### src/rtl/tsd_pkg.sv
package tsd_pkg;

    localparam logic [7:0] DIR_MASK = 8'h80;
    localparam logic [7:0] LEN_MASK = 8'h7f;

    // Position within a transaction; codes above PH_DATA never arise and decode as header.
    typedef enum logic [2:0] {
        PH_HEADER   = 3'd0,
        PH_ADDR_HI  = 3'd1,
        PH_ADDR_MID = 3'd2,
        PH_ADDR_LO  = 3'd3,
        PH_DATA     = 3'd4
    } phase_t;

    typedef struct packed {
        logic       cmd;
        logic [7:0] mosi;
        logic [7:0] miso;
    } item_t;

    typedef struct packed {
        phase_t      phase;
        logic        duplex_warning;
        logic        data_valid;
        logic [7:0]  lane_byte;
        logic [6:0]  data_index;
        logic        transaction_done;
        logic        is_read;
        logic [7:0]  transfer_length;
        logic [23:0] address;
        logic        wait_flag;
    } res_t;

endpackage

### src/rtl/tsd_core.sv
module tsd_core (
    input  logic           clk,
    input  logic           rst_n,
    input  logic           advance,
    input  logic [7:0]     mosi,
    input  logic [7:0]     miso,
    output tsd_pkg::res_t  res
);
    import tsd_pkg::*;

    phase_t      cur_phase_reg, cur_phase_next;
    logic        dir_read_reg, dir_read_next;
    logic [7:0]  len_total_reg, len_total_next;
    logic [23:0] addr_reg, addr_next;
    logic        wait_seen_reg, wait_seen_next;
    logic [7:0]  byte_count_reg, byte_count_next;
    logic [7:0]  count_inc;
    logic [7:0]  cross_lane;
    logic        last_byte;

    assign count_inc  = byte_count_reg + 8'd1;
    assign cross_lane = dir_read_reg ? mosi : miso;
    assign last_byte  = (count_inc >= len_total_reg);

    always_comb
    begin
        cur_phase_next  = cur_phase_reg;
        dir_read_next   = dir_read_reg;
        len_total_next  = len_total_reg;
        addr_next       = addr_reg;
        wait_seen_next  = wait_seen_reg;
        byte_count_next = byte_count_reg;
        case (cur_phase_reg)
            PH_ADDR_HI, PH_ADDR_MID:
            begin
                addr_next      = {addr_reg[15:0], mosi};
                cur_phase_next = (cur_phase_reg == PH_ADDR_HI) ? PH_ADDR_MID : PH_ADDR_LO;
            end
            PH_ADDR_LO:
            begin
                addr_next      = {addr_reg[15:0], mosi};
                wait_seen_next = (miso == 8'd0);
                cur_phase_next = PH_DATA;
            end
            PH_DATA:
            begin
                byte_count_next = count_inc;
                if (last_byte)
                begin
                    cur_phase_next  = PH_HEADER;
                    byte_count_next = 8'd0;
                end
            end
            default:
            begin
                // Header byte: direction and length minus one.
                dir_read_next   = ((mosi & DIR_MASK) == DIR_MASK);
                len_total_next  = (mosi & LEN_MASK) + 8'd1;
                byte_count_next = 8'd0;
                wait_seen_next  = 1'b0;
                cur_phase_next  = PH_ADDR_HI;
            end
        endcase
    end

    always_comb
    begin
        res = '0;
        case (cur_phase_reg)
            PH_ADDR_HI, PH_ADDR_MID:
            begin
                res.phase          = cur_phase_reg;
                res.duplex_warning = (miso != 8'd0);
            end
            PH_ADDR_LO:
            begin
                res.phase          = PH_ADDR_LO;
                res.duplex_warning = (miso > 8'd1);
            end
            PH_DATA:
            begin
                res.phase          = PH_DATA;
                res.duplex_warning = (cross_lane != 8'd0);
                res.data_valid     = 1'b1;
                res.lane_byte      = dir_read_reg ? miso : mosi;
                res.data_index     = byte_count_reg[6:0];
                if (last_byte)
                begin
                    res.transaction_done = 1'b1;
                    res.is_read          = dir_read_reg;
                    res.transfer_length  = len_total_reg;
                    res.address          = addr_reg;
                    res.wait_flag        = wait_seen_reg;
                end
            end
            default:
            begin
                res.phase          = PH_HEADER;
                res.duplex_warning = (miso != 8'd0);
            end
        endcase
    end

    always_ff @(posedge clk or negedge rst_n)
    begin
        if (!rst_n)
        begin
            cur_phase_reg  <= PH_HEADER;
            dir_read_reg   <= 1'b0;
            len_total_reg  <= 8'd0;
            addr_reg       <= 24'd0;
            wait_seen_reg  <= 1'b0;
            byte_count_reg <= 8'd0;
        end
        else if (advance)
        begin
            cur_phase_reg  <= cur_phase_next;
            dir_read_reg   <= dir_read_next;
            len_total_reg  <= len_total_next;
            addr_reg       <= addr_next;
            wait_seen_reg  <= wait_seen_next;
            byte_count_reg <= byte_count_next;
        end
    end

endmodule

### src/rtl/tpm_spi_transaction_decoder.sv
// Decoder for TPM TIS transactions seen as SPI byte pairs.
//
// Input stream: one transfer per SPI byte pair. s_tdata carries MOSI and MISO,
// s_tuser marks events that are not byte pairs; those are dropped without a result.
// Output stream: one transfer per byte pair, describing the byte (header, address
// or data) with its phase, duplex warning and, for data bytes, the byte and index.
// m_tlast is high on the last data byte and that transfer also carries the
// direction, length, address and wait flag of the finished transaction.
//
// An item passes through an input register and then a result register, which
// drives m_tvalid. One item is taken every cycle while the output side keeps up.
// When the receiver stalls, the result register holds, the input register fills,
// and s_tready then drops until m_tready returns.
// Reset clears both valid bits and returns the decoder to the header phase.
module tpm_spi_transaction_decoder (
    input  logic        clk,
    input  logic        rst_n,
    input  logic        s_tvalid,
    output logic        s_tready,
    input  logic [15:0] s_tdata,   // mosi[7:0], miso[15:8]
    input  logic        s_tuser,   // cmd[0]
    output logic        m_tvalid,
    input  logic        m_tready,
    output logic [55:0] m_tdata,   // lane_byte[7:0], data_index[14:8], is_read[15],
                                   // transfer_length[23:16], address[47:24],
                                   // wait_flag[48], zero[55:49]
    output logic        m_tlast,   // transaction_done
    output logic [4:0]  m_tuser    // phase[2:0], duplex_warning[3], data_valid[4]
);
    import tsd_pkg::*;

    logic  in_valid_reg;
    item_t in_item_reg;
    logic  out_valid_reg;
    res_t  out_res_reg;
    logic  out_free;
    logic  in_advance;
    logic  decode_en;
    res_t  core_res;

    assign out_free   = !out_valid_reg || m_tready;
    // Events that are not byte pairs leave without waiting for the output side.
    assign in_advance = in_valid_reg && (in_item_reg.cmd || out_free);
    assign decode_en  = in_advance && !in_item_reg.cmd;
    assign s_tready   = !in_valid_reg || in_advance;

    always_ff @(posedge clk or negedge rst_n)
    begin
        if (!rst_n)
        begin
            in_valid_reg <= 1'b0;
        end
        else if (s_tready)
        begin
            in_valid_reg <= s_tvalid;
        end
    end

    always_ff @(posedge clk)
    begin
        if (s_tready && s_tvalid)
        begin
            in_item_reg.cmd  <= s_tuser;
            in_item_reg.mosi <= s_tdata[7:0];
            in_item_reg.miso <= s_tdata[15:8];
        end
    end

    tsd_core u_core (
        .clk     (clk),
        .rst_n   (rst_n),
        .advance (decode_en),
        .mosi    (in_item_reg.mosi),
        .miso    (in_item_reg.miso),
        .res     (core_res)
    );

    always_ff @(posedge clk or negedge rst_n)
    begin
        if (!rst_n)
        begin
            out_valid_reg <= 1'b0;
        end
        else if (out_free)
        begin
            out_valid_reg <= decode_en;
        end
    end

    always_ff @(posedge clk)
    begin
        if (decode_en)
        begin
            out_res_reg <= core_res;
        end
    end

    assign m_tvalid = out_valid_reg;
    assign m_tlast  = out_res_reg.transaction_done;
    assign m_tuser  = {out_res_reg.data_valid, out_res_reg.duplex_warning, out_res_reg.phase};
    assign m_tdata  = {7'd0, out_res_reg.wait_flag, out_res_reg.address,
                       out_res_reg.transfer_length, out_res_reg.is_read,
                       out_res_reg.data_index, out_res_reg.lane_byte};

    a_done_is_data: assert property (@(posedge clk) disable iff (!rst_n)
        m_tvalid && m_tlast |-> m_tuser[4] && (out_res_reg.phase == PH_DATA))
        else $error("transaction end flagged on a byte that is not data");

    a_no_data_fields: assert property (@(posedge clk) disable iff (!rst_n)
        m_tvalid && !m_tuser[4] |-> (m_tdata[14:0] == 15'd0) && !m_tlast)
        else $error("data fields set on a header or address byte");

    a_in_hold: assert property (@(posedge clk) disable iff (!rst_n)
        in_valid_reg && !in_advance |=> in_valid_reg && $stable(in_item_reg))
        else $error("input register lost a stalled item");

    a_result_from_decode: assert property (@(posedge clk) disable iff (!rst_n)
        out_free && !decode_en |=> !m_tvalid)
        else $error("result produced without a decoded byte pair");

endmodule

### config.mk
export PLATFORM = sky130hd
export DESIGN_NAME = tpm_spi_transaction_decoder
export DESIGN_NICKNAME = d
export VERILOG_FILES = /design/src/rtl/tsd_pkg.sv /design/src/rtl/tsd_core.sv /design/src/rtl/tpm_spi_transaction_decoder.sv
export SDC_FILE = /design/constraint.sdc
export NUM_CORES = 1
export LEC_CHECK = 0
export ABC_AREA = 1
export BUFFER_PORTS_ARGS = -buffer_cell sky130_fd_sc_hd__buf_4
export CORE_ASPECT_RATIO = 0.8
export CORE_MARGIN = 1.5
export CORE_UTILIZATION = 50
export DETAILED_ROUTE_END_ITERATION = 10
export PLACE_DENSITY = 0.75
export SLEW_MARGIN = 10
export SYNTH_ARGS = -nofsm -noshare
export SYNTH_HDL_FRONTEND = slang
export SYNTH_SLANG_ARGS = --single-unit
### constraint.sdc
create_clock -name clk -period 2.37 [get_ports clk]
set_clock_uncertainty 0.15 [all_clocks]
set_input_delay 0.3555 -clock clk [delete_from_list [all_inputs] [get_ports clk]]
set_output_delay 0.3555 -clock clk [all_outputs]
set_load 0.1 [all_outputs]
=== Yosys cells after proc, flatten, opt, wreduce, memory -nomap -nowiden ===
Cells that the tools add are included.

* Flip-flop bits (word level): 119
* Output and inout port bits: 64

* Add/subtract/negate cells: 2
* Magnitude comparators: 2
* Eq/ne operators: 5
* Multiplexer cells: 11
* Bitwise operators: 3
* Reduce and logical (&&, ||, !) cells: 22

{| class="wikitable"
|+ Operators by type and width
! cell !! number
|-
| two-way mux 51 bit || 1
|-
| two-way mux 35 bit || 1
|-
| two-way mux 8 bit || 3
|-
| case mux 8 bit (2 select lines) || 1
|-
| nonzero test 8 bit || 2
|-
| case mux 4 bit (3 select lines) || 1
|-
| AND reduction 2 bit || 6
|-
| case mux 3 bit (3 select lines) || 1
|-
| adder 7 x 1 -> 8 bit, second input constant || 1
|-
| adder 8 x 1 -> 8 bit, second input constant || 1
|-
| >= comparator 8 bit || 1
|-
| > comparator 8 x 1 -> 1 bit, second input constant || 1
|-
| zero test 8 bit || 1
|-
| equality test 3 x 2 -> 1 bit, second input constant || 2
|-
| OR reduction 3 bit || 2
|-
| OR reduction 4 bit || 1
|-
| equality test 3 x 1 -> 1 bit, second input constant || 1
|-
| equality test 3 bit, second input constant || 1
|-
| logical AND 1 bit || 3
|-
| zero test 1 bit || 3
|-
| logical OR 1 bit || 3
|-
| two-way mux 3 bit || 1
|-
| inverter 1 bit || 3
|-
| != test 2 x 1 -> 1 bit, second input constant || 1
|-
| other kinds (3) || 3
|}

=== Depth between registers and ports, before layout ===
* Depth in word-level cells: 6
* Mapped depth: 14
* Depth with buffers taken out: 14

=== Cells and area by module ===
A second synthesis with hierarchy kept.

* Cells, all modules: 466
* Area, all modules: 5019.8 um^2

{| class="wikitable"
|+ By module, submodules not included
! module !! times used !! cells each !! area each (um^2) !! sequential area each (um^2)
|-
| tsd_core || 1 || 371 || 2687.6 || 1126.1
|-
| tpm_spi_transaction_decoder || 1 || 95 || 2332.2 || 2212.1
|}

=== Worst setup path after synthesis ===
No wires, ideal clock.

* Kind: register -> register
* From: register out_valid_reg, in the netlist m_tvalid
* To: register u_core.addr_reg[18]
* Library setup time: 0.121 ns
* Arrival time: 2.492 ns
* Required time: 2.099 ns
* Slack: -0.392 ns
* Cell stages (with the launch flop): 7
* Cells stage by stage: dfrtp_1 > a21oi_4 > nand2_2 > buf_6 > buf_6 > nand2_1 > o21ai_1

* Word-level cells in the longest chain between the ends: 6

{| class="wikitable"
|+ Ends and longest elaborated chain
! what !! RTL line !! text
|-
| start: declaration || tpm_spi_transaction_decoder.sv:34 || <nowiki>logic out_valid_reg;</nowiki>
|-
| start signal: assignment || tpm_spi_transaction_decoder.sv:86 || <nowiki>out_valid_reg <= decode_en;</nowiki>
|-
| zero test 1 bit || tpm_spi_transaction_decoder.sv:41 || <nowiki>assign out_free = !out_valid_reg || m_tready;</nowiki>
|-
| logical OR 1 bit || tpm_spi_transaction_decoder.sv:41 ||
|-
| logical OR 1 bit || tpm_spi_transaction_decoder.sv:43 || <nowiki>assign in_advance = in_valid_reg && (in_item_reg.cmd || out_free);</nowiki>
|-
| logical AND 1 bit || tpm_spi_transaction_decoder.sv:43 ||
|-
| logical AND 1 bit || tpm_spi_transaction_decoder.sv:44 || <nowiki>assign decode_en = in_advance && !in_item_reg.cmd;</nowiki>
|-
| via decode_en || tpm_spi_transaction_decoder.sv:38 || <nowiki>logic decode_en;</nowiki>
|-
| AND reduction 2 bit (no line) || n/a ||
|-
| end signal: assignment || tsd_core.sv:120 || <nowiki>addr_reg <= addr_next;</nowiki>
|-
| end: declaration || tsd_core.sv:14 || <nowiki>logic [23:0] addr_reg, addr_next;</nowiki>
|}

The timed path passes the listed nets, and every way through them passes these cells.
A chain may end at the register's enable or synchronous reset.

=== Final worst setup path ===
* From: register u_core.byte_count_reg[1]
* To: register out_res_reg, in the netlist m_tdata[23] (data pin)

* Word-level cells in the longest chain between the ends: 3

{| class="wikitable"
|+ Ends and longest elaborated chain
! what !! RTL line !! text
|-
| start: declaration || tsd_core.sv:16 || <nowiki>logic [7:0] byte_count_reg, byte_count_next;</nowiki>
|-
| start signal: assignment || tsd_core.sv:122 || <nowiki>byte_count_reg <= byte_count_next;</nowiki>
|-
| adder 8 x 1 -> 8 bit || tsd_core.sv:21 || <nowiki>assign count_inc = byte_count_reg + 8'd1;</nowiki>
|-
| >= comparator 8 bit || tsd_core.sv:23 || <nowiki>assign last_byte = (count_inc >= len_total_reg);</nowiki>
|-
| AND reduction 2 bit (no line) || n/a ||
|-
| end signal: assignment || tpm_spi_transaction_decoder.sv:94 || <nowiki>out_res_reg <= core_res;</nowiki>
|-
| end: declaration || tpm_spi_transaction_decoder.sv:35 || <nowiki>res_t out_res_reg;</nowiki>
|}

Every way passes these cells.

==> results.json <==
{
  "clock_tree.root_cell": "sky130_fd_sc_hd__clkbuf_16",
  "cts_tree": "built",
  "timing.critical_path.slowest_stage_cell": "sky130_fd_sc_hd__dfrtp_2",
  "synthCells": 469,
  "report.final.slew_viol_count": 0,
  "report.final.hold_viol_count": 0,
  "drt_iter0_drc": 283,
  "maximum_buffer_depth_of_the_clock_tree": 2,
  "violations": "negative setup slack",
  "hold_path.class": "in2reg",
  "critPathMostFrequentCell": "sky130_fd_sc_hd__nor2_1",
  "synth-xor-area-share": 0.0120,
  "critical_path_required_ns": 2.38,
  "n_antenna_cell": 0,
  "drv_cap": 0,
  "critical_path.max_stage_delay_ns": 0.44,
  "residual_drc": 0,
  "cts_inserted_buffers": 17,
  "hpwlAfterDp_microns": 6660,
  "gr-max-usage-layer": "met2",
  "synthToLayoutAreaGrowth_pct": 34.6,
  "cp.arrival_ns": 2.54,
  "grt_pass1_wl_microns": 17000,
  "clock-sinks": 118,
  "top_achievable_clock_speed_ghz": 0.396,
  "totalWireLength_microns": 11600,
  "postLayoutCellArea_sq_um": 6850,
  "clkTransAtPathRegs_ns": 0.05,
  "final.setup.worst_slack_ns": -0.158,
  "synth_largest_type_area_fraction": 0.419,
  "die_width_microns": 116,
  "fin_nets": 620,
  "synth_area_per_cell_sq_um": 10.9,
  "met1_track_usage_gr": 0.268,
  "grt.met2_usage": 0.338,
  "synth.area.mux_share": 0,
  "grt_antenna_before_repair": 0,
  "grt_util_met3": 0.0564,
  "setup_violations": 44,
  "cell_types_with_the_largest_area_share_after_synthesis": "sky130_fd_sc_hd__edfxtp_1, sky130_fd_sc_hd__dfrtp_1, sky130_fd_sc_hd__nand2_1",
  "flop_and_latch_count_out_of_synthesis": 118,
  "setup_slack_placement_ns": -0.0943,
  "row_count": 32,
  "timing.final.crit_share": 1.07,
  "detailed_route_vias_per_instance": 4.97,
  "yosys.area_share.simple": 0.154,
  "power.density_nw_per_um2": 1070,
  "htreeDepth": 4,
  "fin_crit_ns": 2.53,
  "gp_congestion": 0.785,
  "overflow": 0,
  "critical_path.cell_chain": "ha_4 > buf_4 > nor2_2 > nor2_2 > ha_1 > nand2_1 > nor2_1 > nor2_1 > nand2_1 > nand2_2 > nand2_2 > nand2_8 > clkbuf_16 > nor2_1",
  "ratio_of_cells_with_drive_above_1_in_the_final_layout": 0.312,
  "dp_cells": 679,
  "synth_compound_gate_area_share": 0.0718,
  "ys_warn_count": 0,
  "power_mw": 7.30,
  "synth_area_leader_cell": "sky130_fd_sc_hd__edfxtp_1",
  "share_of_synthesized_area_occupied_by_flip_flops_and_latches": 0.650,
  "static-leakage-power_nw": 3.01,
  "ys_types": 34,
  "finalNonFillerCells": 738,
  "syn-cell-area_sq_um": 5090,
  "rsz0062_at_grt": "yes",
  "core_sq_um": 9770,
  "worst_setup_end_kind": "register",
  "avgRoutedWirePerCell_microns": 15.7,
  "num_vias": 3671,
  "floorplan.initialDensity": 0.521,
  "die_h_microns": 93.3,
  "path_class": "reg2reg",
  "synth_top_family_by_area": "simple AND/OR/NAND/NOR gates",
  "grt_pass1_vias": 3542,
  "worst_hold_slack_ns": 0.153,
  "critical_path.max_fanout": 7,
  "timing.max_slew.rel_slack": 0.576,
  "dpl_cell_area_sq_um": 5800,
  "clk_latency_ns": 0.41,
  "io-pin-count": 85,
  "port_buffers": 77,
  "setup.worst_path.start_class": "register",
  "fill_count": 703,
  "antenna_violating_nets_post_route": 0,
  "total_die_area_sq_um": 10800,
  "outcome": "finished, violations left",
  "ir_drop_mv": 0.615,
  "max_reg_flops": 49,
  "grt.total_usage": 0.209,
  "grt_start_max_net_pins": 49,
  "transition_time_of_the_tightest_slew_check_pin_ns": 0.636,
  "post_synth_fa_ha_maj_area_fraction": 0.0246,
  "length_of_the_first_detailed_routing_pass_in_iterations": 5
}
[repair_timing]
| item | 4_1_cts | 5_1_grt |
|---|---|---|
| hold buffers | 19 | 0 |
| pin swaps | 0 | 10 |
| endpoints found under the hold margin | 65 | 0 |
| buffers inserted | 1 | 1 |
| gates cloned | 0 | 6 |
| endpoints found under the setup margin | 40 | 46 |
| gates resized for setup | 8 | 36 |
[critical path: cells and delay by family (launching register included)]
kind / cells / cell delay (ns)
simple gates: 10 / 0.88
fa+ha+maj: 2 / 0.49
flops: 1 / 0.44
buf+inv: 2 / 0.31
[kinds of logic (layout without fill, tap and decap cells)]
group	Yosys count	after routing
adders and majority gates	10	10
DFF	118	118
AOI/OAI and AO/OA	56	56
xor gates and xnor gates	7	7
and+or+nand+nor	183	183
buffers and inverters	94	221
other	1	7
[area by class of cell]
cell class                 instances  area [sq um]  area share
sequential                       118          3310       0.484
clock buffer                      20           457      0.0667
multi-input combinational        263          1510       0.221
clock inverter                    12           129      0.0188
timing repair buffer             116           995       0.145
tap                              136           170      0.0248
inverter                          73           274      0.0400
[where the power goes]
group	switching [mW]	internal, mW
Clock	0.905	1.59
Sequential	0.250	2.57
Combinational	1.41	0.569
Total	2.57	4.74
[final timing paths]
kind | startpoint | end | slack, ns | cells after the start
max | u_core.byte_count_reg[1] | m_tdata[23] | -0.16 | 14
min | m_tready | m_tvalid | 0.15 | 4
max reg2reg | u_core.byte_count_reg[1] | m_tdata[23] | -0.16 | 14
min reg2reg | u_core.addr_reg[10] | u_core.addr_reg[10] | 0.34 | 2
max in group asynchronous | rst_n | u_core.byte_count_reg[1] | 1.24 | 2
min in group asynchronous | rst_n | m_tvalid | 0.35 | 2
[per-stage QoR]
stage                     setup TNS, ns   util
final                             -5.25  0.701
after global routing              -8.26  0.701
after CTS                        -0.625  0.677
after detailed placement          -2.54  0.593
after global placement                0  0.593
after floorplan                   -2.83      -
[cells in the mapped netlist]
| master | n |
|---|---|
| sky130_fd_sc_hd__nor2_4 | 1 |
| sky130_fd_sc_hd__xnor2_1 | 1 |
| sky130_fd_sc_hd__nand2_2 | 3 |
| sky130_fd_sc_hd__ha_1 | 10 |
| sky130_fd_sc_hd__nand2_4 | 1 |
| sky130_fd_sc_hd__o21ai_1 | 16 |
| sky130_fd_sc_hd__nand2_1 | 83 |
| sky130_fd_sc_hd__nand3_2 | 2 |
| sky130_fd_sc_hd__o31ai_1 | 1 |
| sky130_fd_sc_hd__buf_6 | 7 |
| sky130_fd_sc_hd__xor2_1 | 6 |
| sky130_fd_sc_hd__nor2_2 | 1 |
| sky130_fd_sc_hd__nor3_1 | 3 |
| sky130_fd_sc_hd__a31o_2 | 1 |
| sky130_fd_sc_hd__nand4_1 | 3 |
| sky130_fd_sc_hd__edfxtp_1 | 71 |
| sky130_fd_sc_hd__a21oi_1 | 11 |
| sky130_fd_sc_hd__inv_1 | 69 |
| sky130_fd_sc_hd__buf_2 | 5 |
| sky130_fd_sc_hd__o21ai_0 | 7 |
| sky130_fd_sc_hd__a21o_1 | 1 |
| sky130_fd_sc_hd__buf_4 | 9 |
| sky130_fd_sc_hd__nor4_1 | 1 |
| sky130_fd_sc_hd__o21ai_2 | 9 |
| sky130_fd_sc_hd__and2_0 | 1 |
| sky130_fd_sc_hd__nand3b_1 | 2 |
| sky130_fd_sc_hd__conb_1 | 1 |
| sky130_fd_sc_hd__nand3_1 | 13 |
| sky130_fd_sc_hd__inv_2 | 4 |
| sky130_fd_sc_hd__nor2_1 | 68 |
| sky130_fd_sc_hd__a21oi_4 | 2 |
| sky130_fd_sc_hd__nand4_4 | 1 |
| sky130_fd_sc_hd__dfrtp_1 | 47 |
| sky130_fd_sc_hd__o21bai_1 | 8 |
[cell usage in the layout (no fill, tap or decap), drive strengths merged]
| cell | n |
|---|---|
| a21o | 1 |
| a21oi | 13 |
| a31o | 1 |
| and2 | 1 |
| buf | 94 |
| bufinv | 2 |
| clkbuf | 23 |
| clkinv | 5 |
| clkinvlp | 5 |
| conb | 7 |
| dfrtp | 47 |
| dlygate4sd3 | 19 |
| edfxtp | 71 |
| ha | 10 |
| inv | 73 |
| nand2 | 87 |
| nand3 | 15 |
| nand3b | 2 |
| nand4 | 4 |
| nor2 | 70 |
| nor3 | 3 |
| nor4 | 1 |
| o21ai | 32 |
| o21bai | 8 |
| o31ai | 1 |
| xnor2 | 1 |
| xor2 | 6 |
[layer usage]
layer | vias to the layer above | part of all wire
met1 | 1769 | 0.42
li1 | 1736 | -
met5 | - | 0
met3 | 20 | 0.055
met2 | 146 | 0.51
met4 | 0 | 0.015
Note: power is estimated with default switching activity, not from simulation.
